## src/hw/rtl/fwksr_pkg.sv

```systemverilog
// ----------------------------------------------------------------------------
// Four-way key ramp package
// Shared types, register indexes and a helper function for the key ramp block.
// ----------------------------------------------------------------------------
package fwksr_pkg;

  // Default number of fraction bits of the held ratios.
  localparam int unsigned FRAC_BITS = 14;

  localparam int unsigned DIR_COUNT = 4;
  localparam int unsigned COUNT_W   = 8;
  localparam logic [COUNT_W-1:0] COUNT_MAX = 8'd255;

  // Direction indexes.
  localparam logic [1:0] DIR_FWD   = 2'd0;
  localparam logic [1:0] DIR_BACK  = 2'd1;
  localparam logic [1:0] DIR_LEFT  = 2'd2;
  localparam logic [1:0] DIR_RIGHT = 2'd3;

  // Configuration register indexes and widths.
  localparam int unsigned CFG_IDX_W  = 2;
  localparam int unsigned CFG_DATA_W = 10;
  localparam logic [CFG_IDX_W-1:0] CFG_STEP_UP       = 2'd0;
  localparam logic [CFG_IDX_W-1:0] CFG_STEP_DOWN     = 2'd1;
  localparam logic [CFG_IDX_W-1:0] CFG_UPDATE_PERIOD = 2'd2;

  localparam logic [6:0] STEP_UP_RST       = 7'd10;
  localparam logic [7:0] STEP_DOWN_RST     = 8'd100;
  localparam logic [9:0] UPDATE_PERIOD_RST = 10'd10;

  typedef struct packed {
    logic        key_forward;
    logic        key_backward;
    logic        key_left;
    logic        key_right;
    logic [31:0] now;
  } in_item_t;

  typedef struct packed {
    logic signed [15:0] vx;
    logic signed [15:0] vy;
  } out_item_t;

  // Status of the shared square root unit.
  typedef struct packed {
    logic busy;
    logic done;
  } sqrt_stat_t;

  typedef enum logic [4:0] {
    S_IDLE = 5'b00001,
    S_MUL  = 5'b00010,
    S_SQRT = 5'b00100,
    S_OUT  = 5'b01000,
    S_HOLD = 5'b10000
  } state_e;

  // Clamp a signed difference to the signed 16-bit range.
  function automatic logic signed [15:0] sat16(logic signed [31:0] v);
    logic signed [15:0] r;
    if (v > 32'sd32767) begin
      r = 16'sh7FFF;
    end else if (v < -32'sd32768) begin
      r = 16'sh8000;
    end else begin
      r = v[15:0];
    end
    return r;
  endfunction

endpackage

```

## src/hw/rtl/fwksr_isqrt.sv

```systemverilog
// ----------------------------------------------------------------------------
// Iterative integer square root
// Digit-by-digit root, one result bit per cycle, shared by all directions.
// ----------------------------------------------------------------------------
module fwksr_isqrt
  import fwksr_pkg::*;
#(
  parameter int unsigned RootW = FRAC_BITS + 1
) (
  input  logic                 clk_i,
  input  logic                 rst_ni,
  input  logic                 start_i,
  input  logic [2*RootW-1:0]   radicand_i,
  output logic [RootW-1:0]     root_o,
  output sqrt_stat_t           stat_o
);

  localparam int unsigned CntW = (RootW > 1) ? $clog2(RootW) : 1;

  logic            busy_q;
  logic            done_q;
  logic [CntW-1:0] cnt_q;
  logic [2*RootW-1:0] rad_q;
  logic [RootW:0]     rem_q;
  logic [RootW-1:0]   root_q;

  logic [RootW+2:0] rem_sh;
  logic [RootW+2:0] trial;
  logic             ge;
  logic [RootW+2:0] rem_nx;

  always_comb begin
    rem_sh = {rem_q, rad_q[2*RootW-1 -: 2]};
    trial  = {1'b0, root_q, 2'b01};
    ge     = (rem_sh >= trial);
    rem_nx = ge ? (rem_sh - trial) : rem_sh;
  end

  always_ff @(posedge clk_i or negedge rst_ni) begin
    if (!rst_ni) begin
      busy_q <= 1'b0;
      done_q <= 1'b0;
      cnt_q  <= '0;
    end else begin
      done_q <= 1'b0;
      if (start_i) begin
        busy_q <= 1'b1;
        cnt_q  <= CntW'(RootW - 1);
      end else if (busy_q) begin
        cnt_q <= cnt_q - 1'b1;
        if (cnt_q == '0) begin
          busy_q <= 1'b0;
          done_q <= 1'b1;
        end
      end
    end
  end

  always_ff @(posedge clk_i) begin
    if (start_i) begin
      rad_q  <= radicand_i;
      rem_q  <= '0;
      root_q <= '0;
    end else if (busy_q) begin
      rad_q  <= {rad_q[2*RootW-3:0], 2'b00};
      rem_q  <= rem_nx[RootW:0];
      root_q <= {root_q[RootW-2:0], ge};
    end
  end

  assign root_o      = root_q;
  assign stat_o.busy = busy_q;
  assign stat_o.done = done_q;

endmodule

```

## src/hw/rtl/four_way_key_sqrt_ramp.sv

```systemverilog
// ----------------------------------------------------------------------------
// Four-way key ramp
// Ramps four direction press counts and reports signed ratio differences.
// ----------------------------------------------------------------------------
//  Channel | Direction | Handshake              | Payload
//  --------+-----------+------------------------+--------------------------
//  in      | input     | in_valid_i / in_stall_o   | in_item_i (keys, now)
//  out     | output    | out_valid_o / out_stall_i | out_item_o (vx, vy)
//  cfg     | input     | cfg_we_i                  | cfg_idx_i, cfg_wdata_i
//
// An item without a ramp update goes from the idle state straight to the output
// state. An item that updates runs a multiply and a root state for each direction
// in turn on the shared square root unit, which yields one root bit per cycle.
// Reset is asynchronous and active low; no clearing pass is needed.
// A finished result waits in the output register while the next item is
// taken; the block only stalls at the end of an item if that register is full.
// ----------------------------------------------------------------------------
module four_way_key_sqrt_ramp
  import fwksr_pkg::*;
#(
  parameter int unsigned FracBits = FRAC_BITS
) (
  input  logic                  clk_i,
  input  logic                  rst_ni,
  input  logic                  in_valid_i,
  output logic                  in_stall_o,
  input  in_item_t              in_item_i,
  output logic                  out_valid_o,
  input  logic                  out_stall_i,
  output out_item_t             out_item_o,
  input  logic                  cfg_we_i,
  input  logic [CFG_IDX_W-1:0]  cfg_idx_i,
  input  logic [CFG_DATA_W-1:0] cfg_wdata_i
);

  localparam int unsigned RatioW = FracBits + 1;
  localparam int unsigned ProdW  = 2 * RatioW;
  localparam int unsigned ScaleW = 2 * FracBits - 6;
  localparam logic [63:0] ScaleNum  = (64'd1 << (2 * FracBits)) * 64'd8 + 64'd500;
  localparam logic [63:0] ScaleWide = ScaleNum / 64'd1000;
  localparam logic [ScaleW-1:0] RatioScale = ScaleW'(ScaleWide);

  state_e state_q, state_d;

  logic [6:0] step_up_q;
  logic [7:0] step_down_q;
  logic [9:0] period_q;

  logic [COUNT_W-1:0] count_q [DIR_COUNT];
  logic [RatioW-1:0]  ratio_q [DIR_COUNT];
  logic [31:0]        next_update_q;
  logic [3:0]         key_q;
  logic [1:0]         dir_q;

  out_item_t out_q;
  logic      out_valid_q;

  logic               sq_start;
  logic [ProdW-1:0]   prod;
  logic [RatioW-1:0]  root;
  sqrt_stat_t         sq_stat;

  logic               accept;
  logic               due;
  logic [COUNT_W-1:0] cnt_cur;
  logic [COUNT_W:0]   up_sum;
  logic [COUNT_W-1:0] cnt_up;
  logic [COUNT_W-1:0] cnt_down;
  logic [COUNT_W-1:0] cnt_new;
  logic               out_free;
  out_item_t          res;

  // Configuration writes.
  always_ff @(posedge clk_i or negedge rst_ni) begin
    if (!rst_ni) begin
      step_up_q   <= STEP_UP_RST;
      step_down_q <= STEP_DOWN_RST;
      period_q    <= UPDATE_PERIOD_RST;
    end else if (cfg_we_i) begin
      unique case (cfg_idx_i)
        CFG_STEP_UP:       step_up_q   <= cfg_wdata_i[6:0];
        CFG_STEP_DOWN:     step_down_q <= cfg_wdata_i[7:0];
        CFG_UPDATE_PERIOD: period_q    <= cfg_wdata_i[9:0];
        default: ;
      endcase
    end
  end

  assign accept   = (state_q == S_IDLE) && in_valid_i;
  assign due      = (in_item_i.now >= next_update_q);
  assign out_free = !out_valid_q || !out_stall_i;

  // Radicand for the current direction; registered inside the root unit.
  assign cnt_cur  = count_q[dir_q];
  assign prod     = ProdW'(cnt_cur) * ProdW'(RatioScale);
  assign sq_start = (state_q == S_MUL);

  fwksr_isqrt #(
    .RootW (RatioW)
  ) u_isqrt (
    .clk_i      (clk_i),
    .rst_ni     (rst_ni),
    .start_i    (sq_start),
    .radicand_i (prod),
    .root_o     (root),
    .stat_o     (sq_stat)
  );

  // Count ramp: up while held and the ratio is below one, down after release.
  always_comb begin
    up_sum   = {1'b0, cnt_cur} + (COUNT_W+1)'(step_up_q);
    cnt_up   = up_sum[COUNT_W] ? COUNT_MAX : up_sum[COUNT_W-1:0];
    cnt_down = (cnt_cur > step_down_q) ? (cnt_cur - step_down_q) : '0;
    if (key_q[dir_q]) begin
      cnt_new = root[RatioW-1] ? cnt_cur : cnt_up;
    end else begin
      cnt_new = cnt_down;
    end
  end

  always_comb begin
    res.vx = sat16(32'(signed'({1'b0, ratio_q[DIR_FWD]}))
                   - 32'(signed'({1'b0, ratio_q[DIR_BACK]})));
    res.vy = sat16(32'(signed'({1'b0, ratio_q[DIR_LEFT]}))
                   - 32'(signed'({1'b0, ratio_q[DIR_RIGHT]})));
  end

  always_comb begin
    state_d = state_q;
    unique case (state_q)
      S_IDLE: if (accept) state_d = due ? S_MUL : S_OUT;
      S_MUL:  state_d = S_SQRT;
      S_SQRT: if (sq_stat.done) state_d = (dir_q == DIR_RIGHT) ? S_OUT : S_MUL;
      S_OUT:  state_d = out_free ? S_IDLE : S_HOLD;
      S_HOLD: if (out_free) state_d = S_IDLE;
      default: state_d = S_IDLE;
    endcase
  end

  always_ff @(posedge clk_i or negedge rst_ni) begin
    if (!rst_ni) begin
      state_q       <= S_IDLE;
      next_update_q <= '0;
      dir_q         <= '0;
      key_q         <= '0;
      for (int i = 0; i < DIR_COUNT; i++) begin
        count_q[i] <= '0;
        ratio_q[i] <= '0;
      end
    end else begin
      state_q <= state_d;
      if (accept) begin
        key_q <= {in_item_i.key_right, in_item_i.key_left,
                  in_item_i.key_backward, in_item_i.key_forward};
        dir_q <= DIR_FWD;
        // A pressed key clears the opposite direction first.
        if (in_item_i.key_forward)  count_q[DIR_BACK]  <= '0;
        if (in_item_i.key_backward) count_q[DIR_FWD]   <= '0;
        if (in_item_i.key_left)     count_q[DIR_RIGHT] <= '0;
        if (in_item_i.key_right)    count_q[DIR_LEFT]  <= '0;
        if (due) begin
          next_update_q <= in_item_i.now + 32'(period_q);
        end
      end
      if ((state_q == S_SQRT) && sq_stat.done) begin
        ratio_q[dir_q] <= root;
        count_q[dir_q] <= cnt_new;
        dir_q          <= dir_q + 1'b1;
      end
    end
  end

  // Output register.
  always_ff @(posedge clk_i or negedge rst_ni) begin
    if (!rst_ni) begin
      out_valid_q <= 1'b0;
    end else if (((state_q == S_OUT) || (state_q == S_HOLD)) && out_free) begin
      out_valid_q <= 1'b1;
    end else if (!out_stall_i) begin
      out_valid_q <= 1'b0;
    end
  end

  always_ff @(posedge clk_i) begin
    if (((state_q == S_OUT) || (state_q == S_HOLD)) && out_free) begin
      out_q <= res;
    end
  end

  assign in_stall_o  = (state_q != S_IDLE);
  assign out_valid_o = out_valid_q;
  assign out_item_o  = out_q;

  // The root unit reports completion only while the sequencer waits for it.
  a_done_in_sqrt: assert property (@(posedge clk_i) disable iff (!rst_ni)
    sq_stat.done |-> (state_q == S_SQRT))
    else $error("square root finished outside the root state");

  // The root unit is never running while the block waits for an item.
  a_idle_unit_free: assert property (@(posedge clk_i) disable iff (!rst_ni)
    (state_q == S_IDLE) |-> !sq_stat.busy)
    else $error("square root unit busy while idle");

  // A new result appears only at the end of an item.
  a_result_from_end: assert property (@(posedge clk_i) disable iff (!rst_ni)
    $rose(out_valid_q) |-> ($past(state_q == S_OUT) || $past(state_q == S_HOLD)))
    else $error("result raised outside the end of an item");

endmodule
```

## config.mk

```make
export PLATFORM = sky130hd
export DESIGN_NAME = four_way_key_sqrt_ramp
export DESIGN_NICKNAME = d
export VERILOG_FILES = /design/src/hw/rtl/fwksr_pkg.sv /design/src/hw/rtl/fwksr_isqrt.sv /design/src/hw/rtl/four_way_key_sqrt_ramp.sv
export SDC_FILE = /design/constraint.sdc
export NUM_CORES = 1
export LEC_CHECK = 0
export BUFFER_PORTS_ARGS = -buffer_cell sky130_fd_sc_hd__buf_2
export CORE_AREA = 2 2 207 209
export DETAILED_ROUTE_END_ITERATION = 16
export DIE_AREA = 0 0 209 211
export SKIP_LAST_GASP = 1
export SYNTH_ARGS = -nofsm -noshare
export SYNTH_HDL_FRONTEND = slang
export SYNTH_HIERARCHICAL = 1
export SYNTH_SLANG_ARGS = --single-unit
```

## constraint.sdc

```tcl
create_clock -name clk_i -period 7.6 [get_ports clk_i]
set_input_delay 0.76 -clock clk_i [delete_from_list [all_inputs] [get_ports clk_i]]
set_output_delay 0.76 -clock clk_i [all_outputs]
set_load 0.03 [all_outputs]
```

Yosys cells after proc, flatten, opt, wreduce, memory -nomap -nowiden. Index checks and enable logic that the tools add are counted.

Flip-flop bits (word level): 258. Bits of input ports: 53. Output and inout bits: 34.

Add/sub/neg operators: 8. Multiply operators: 1. Magnitude comparators: 10. Eq/ne operators: 13. Mux-type cells: 45. Bitwise gates (word level): 1. Reductions and logical operators: 17.

Operator list (number): $mux 8 (11); $mux 32 (2); $bwmux 60 (1); $mux 30 (2); $mux 16 (3); $add 32x10->32 (1); $bwmux 32 (1); $ge 32x32->1 (1); $gt 16x16->1 const B (2); $lt 16x16->1 const B (2); $sub 15x15->16 (2); $demux 15 s2 (1); $mul 8x20->28 const B (1); $pmux 5 s5 (1); $mux 5 (4); $ge 18x17->1 (1); $bmux 8 s2 (1); $demux 8 s2 (1); $mux 4 (4); $sub 16x16->16 (1); $mux 15 (1); $add 8x7->9 (1); $mux 1 (9); $gt 8x8->1 (1); other kinds (27) (40).

Logic depth before layout (Yosys ltp).
Word-level depth: 10. Gate-level depth with buffers: 22.

Modules after synthesis. The synthesis kept the hierarchy.

By module, submodules not included: four_way_key_sqrt_ramp (instances 1, cells an instance 1351, area each 13151.4 µm², sequential area each 4999.8 µm²); fwksr_isqrt (instances 1, cells an instance 366, area each 3751.1 µm², sequential area each 1671.6 µm²).

Worst setup path before layout. No wires, ideal clock.

Path type: register to register. Start point: register dir_q[1]. End point: register u_isqrt.rad_q[26], data pin. Setup time: 0.260 ns. Data arrival time: 5.212 ns. Data required time: 7.340 ns. Slack: 2.128 ns. Stages on the path, launching flop included: 20. Period minus slack after synthesis: 5.472 ns. Cell sequence: dfrtp_1 > buf_1 > mux4_2 > clkbuf_1 > inv_1 > fa_1 > inv_1 > fa_1 > fa_1 > ha_1 > ha_1 > o21a_1 > o2111a_1 > a21oi_1 > o21ai_0 > a31oi_1 > o2111ai_1 > a21oi_1 > xnor2_1 > mux2_2.

Cells in the longest elaborated chain, start to end: 6.

Ends and longest elaborated chain: start: declaration (RTL line four_way_key_sqrt_ramp.sv:53) `logic [1:0] dir_q;`; start signal: assignment (RTL line four_way_key_sqrt_ramp.sv:168) `dir_q <= dir_q + 1'b1;`; $not 2->3 (not written as such) (RTL line four_way_key_sqrt_ramp.sv:94) `assign cnt_cur = count_q[dir_q];`; $bmux 8 s2 (RTL line four_way_key_sqrt_ramp.sv:94); $mux 8 (not written as such) (2 in series) (RTL line four_way_key_sqrt_ramp.sv:94); $mul 8x20->28 (RTL line four_way_key_sqrt_ramp.sv:95) `assign prod = ProdW'(cnt_cur) * ProdW'(RatioScale);`; net prod[26] (RTL line four_way_key_sqrt_ramp.sv:59) `logic [ProdW-1:0] prod;`; $mux 30 (RTL line fwksr_isqrt.sv:60) `if (start_i) begin`; end signal: assignment (RTL line fwksr_isqrt.sv:61) `rad_q <= radicand_i;`; end signal: assignment (RTL line fwksr_isqrt.sv:65) `rad_q <= {rad_q[2*RootW-3:0], 2'b00};`; end: declaration (RTL line fwksr_isqrt.sv:23) `logic [2*RootW-1:0] rad_q;`.

The timed path passes the listed nets, and every way through them passes these cells. The select of a mux whose other input is x is not followed. A chain may end at the register's enable or synchronous reset.

Worst setup path in the final report.
Start point: register dir_q[0]. End point: register u_isqrt.rad_q[28], data pin.

The elaborated chain is that of the path after synthesis.

==> results by stage <==
Worst setup path:
- The kind of critical path is flip-flop to flip-flop.
- In this design, the critical path's most frequently occurring cell is sky130_fd_sc_hd__inv_1.
- The slowest stage of the critical path is the sky130_fd_sc_hd__dfrtp_1 cell.
- For the worst setup path, the data required time is 7.94 ns.
- In this run the worst path has a maximum fanout of 13.
- The worst setup path is captured at a flip-flop.
- For the worst flop-to-flop path, the logic depth is 20.
- The critical path launch point type is a flip-flop.
- The signal on the critical path passes through mux4_2 -> inv_1 -> fa_1 -> inv_1 -> fa_1 -> inv_1 -> ha_1 -> inv_1 -> fa_1 -> inv_1 -> ha_1 -> o211ai_1 -> o211ai_1 -> a21oi_1 -> o21ai_0 -> a31oi_1 -> o211ai_1 -> mux2i_1 -> nand3_1 -> mux2_2.
- The setup check on the worst reg-to-reg path leaves a slack of 1.36 ns.
- At the worst endpoint, the arrival time is 6.58 ns.
- In this run the critical register-to-register path is launched from dir_q[0]$_DFFE_PN0P_.
- On the worst path, the slowest cell contributes a delay of 0.76 ns.
- The endpoint of the worst register-to-register path is u_isqrt/rad_q[28]$_DFFE_PP_.

Pwr:
- The cell-internal power is 3.55 mW.
- The portion of total power attributed to sequential cells is 36.3%.
- The worst-case IR drop observed on VDD is 0.182 mV.
- In this run, the clock network consumes 29.3% of the power.
- The overall power consumption is 5.46 mW.
- The net switching power of the design is 1.91 mW.
- The power per cell area is 287 mW/mm2.
- The switching power as a share of total power is 35.0%.
- The combinational fraction of design power is 34.5%.
- The static leakage is 8.78 nW.

Final layout:
- In the final layout, the multi-input gates occupy 0.00940 mm2.
- The layout has 3876 filler cells.
- The sequential cells in the finished layout cover a total of 0.00667 mm2.
- The post-synthesis to final-layout area growth is 12.5%.
- The number of nets in the layout is 2049.
- Cells with a size suffix above 1 make up 14.1% of the layout.

GRT:
- The via count of the first global-routing pass is 12600.
- Entering global routing, the biggest net connects 63 pins.
- The leftover overflow at the end of global routing is 0.
- The initial antenna violation count is 1.
- The first global-routing pass estimated 63800 um of wire.
- The combined global-route utilization of all metal layers is 17.6%.

Clock network:
- No sink is reached through more buffers than the 3 on the longest clock path.
- TritonCTS built the clock tree.
- The count of hold buffers inserted by post-cts repair is 0.
- The later pin in the worst-skew pair is clocked with a latency of 0.59 ns.
- Once the clock tree was built, the resizer swapped 0 gates to a different size.
- The number of clock buffers added by TritonCTS is 31.
- The clock transition at the registers of the reported paths is 0.06 ns.
- The sink count of the clock tree is 260.
- In this run the number of H-tree levels came out at 1.
- The tree is rooted in a sky130_fd_sc_hd__clkbuf_16.
- The buffers inserted during post-CTS setup optimization is 0.

Placement:
- The half-perimeter wire length after detailed placement is 27800 um.
- The congestion estimate from routability-driven global placement came to 0.851.
- The port buffer count is 86.

Timing:
- The final sum of negative setup slack is 0 ns.
- The worst pin sits at a relative slew slack of 26.8%.
- The worst-margin pin slew is 1.10 ns.
- Setup violations remaining at the end of the flow were counted as 0.
- Across the routed clock network, the largest skew measured is 0.0174 ns.
- After layout, the worst path uses 82.1% of the clock period.
- The final number of hold-violating endpoints is 0.
- Setup repair after global routing left no endpoint under its margin.
- The worst path in the final design needs a cycle of 6.24 ns, including I/O delays and setup.
- The total count of max-transition violations in the final report is 0.
- Derived from the worst setup path, the maximum achievable clock frequency is 160 MHz.

Floorplan:
- The floorplan die width is 209 um.
- In this run the core area contains 75 standard-cell rows.
- 87 I/O pins were placed.
- After floorplanning, the core was sized to cover 0.0418 mm2.
- The die covers 0.0441 mm2.
- The die outline height is 211 um.
- The initial cell density of the core is 40.5%.

Route:
- In the final routed layout, each cell accounts on average for 16.1 um.
- The total vias in the final route is 12500.
- After detailed routing, the number of remaining DRC violations is 0.
- The iteration-0 DRC count of the detailed router is 697.
- The first detailed-routing pass ran for 5 iterations.
- In this run the remaining antenna-violating nets after routing total 0.
- The routed design has 38100 um of wire.
- After detailed routing, the number of vias per cell comes to 5.32.

Logic synthesis:
- Summing every instance area after synthesis gives 0.0169 mm2.
- A synthesized cell averages 9.85 um2.
- Synthesis handed over a netlist of 1716 instances.
- The Yosys step of the flow raised 6 warnings.

Run status:
- The flow ran to the end, and the final reports show no timing, DRC or antenna violations.

Hold path:
- The class of the worst hold path is primary input to async pin.

Run:
- The tool flagged a number of max-cap violations equal to 0.
[power by group through the flow]
stage / combinational (mW) / sequential [mW] / clock [mW]
floorplan: 1.47 / 1.96 / 0
global placement: 1.84 / 2.00 / 0
detailed placement: 1.88 / 2.00 / 0
CTS: 1.89 / 1.98 / 1.64
global route: 2.12 / 2.02 / 1.69
finish: 1.88 / 1.98 / 1.60
[cell usage in the layout (no fill, tap or decap), types with 23 or more instances in the layout]
| cell | count |
|---|---|
| sky130_fd_sc_hd__mux2i_1 | 41 |
| sky130_fd_sc_hd__nand3_1 | 37 |
| sky130_fd_sc_hd__nor3_1 | 26 |
| sky130_fd_sc_hd__nor2_1 | 89 |
| sky130_fd_sc_hd__inv_1 | 166 |
| sky130_fd_sc_hd__dfxtp_1 | 31 |
| sky130_fd_sc_hd__clkbuf_16 | 35 |
| sky130_fd_sc_hd__buf_2 | 85 |
| sky130_fd_sc_hd__a21oi_1 | 77 |
| sky130_fd_sc_hd__a21o_1 | 24 |
| sky130_fd_sc_hd__o21ai_0 | 104 |
| sky130_fd_sc_hd__mux2_2 | 57 |
| sky130_fd_sc_hd__xor2_1 | 28 |
| sky130_fd_sc_hd__xnor2_1 | 71 |
| sky130_fd_sc_hd__edfxtp_1 | 62 |
| sky130_fd_sc_hd__nand2_1 | 212 |
| sky130_fd_sc_hd__ha_1 | 181 |
| sky130_fd_sc_hd__and3_1 | 23 |
| sky130_fd_sc_hd__dfrtp_1 | 158 |
[metrics by stage]
stage	hold slack (ns)	worst slack, ns	area [um2]	instances	util, %
finish	0.158	1.36	19000	2359	45.5
global route	0.199	0.921	19000	2359	45.5
CTS	0.174	1.31	19000	2358	45.5
detailed placement	0.466	1.34	17900	2300	42.8
global placement	0.457	1.49	17900	2300	42.8
floorplan	0.440	2.13	16900	1717	-
[how the worst max path moves through the flow]
stage	start	endpoint
floorplan	dir_q[1]$_DFFE_PN0P_	u_isqrt/rad_q[26]$_DFFE_PP_
global placement	dir_q[0]$_DFFE_PN0P_	u_isqrt/rad_q[28]$_DFFE_PP_
detailed placement	dir_q[0]$_DFFE_PN0P_	u_isqrt/rad_q[28]$_DFFE_PP_
CTS	dir_q[0]$_DFFE_PN0P_	u_isqrt/rad_q[28]$_DFFE_PP_
global route	dir_q[0]$_DFFE_PN0P_	u_isqrt/rad_q[28]$_DFFE_PP_
finish	dir_q[0]$_DFFE_PN0P_	u_isqrt/rad_q[28]$_DFFE_PP_
[cell type report]
class	instances	area share [%]
Tap cell	539	3.55
Sequential cell	260	35.1
Multi-Input combinational cell	1240	49.5
Timing Repair Buffer	95	2.65
Clock buffer	46	5.09
Antenna cell	1	0.0132
Inverter	166	3.28
Clock inverter	12	0.849
[registers in the layout (all words and copies together) (netlist names)]
signal	flops
u_isqrt/cnt_q	4
u_isqrt/busy_q	1
u_isqrt/root_o	15
u_isqrt/done_q	1
u_isqrt/rad_q	30
state_q	5
step_down_q	8
count_q	32
step_up_q	7
key_q	4
dir_q	2
out_item_o	32
ratio_q	60
period_q	10
u_isqrt/rem_q	16
out_valid_o	1
next_update_q	32
[metal layers]
metal / share of wire (%) / global-route usage (%)
met4: 2.0 / 4.80
met2: 46 / 29.4
met3: 4.2 / 2.36
met1: 48 / 24.0
met5: 0 / 0
[worst max-delay path: cells and delay by family, from the launching register on]
family	cells	cell delay, ns
buf+inv	5	0.42
simple gates	1	0.09
mux	3	1.03
fa+ha+maj	5	2.20
flops	1	0.76
compound gates	6	1.48
Power figures use the tool's default switching activity.
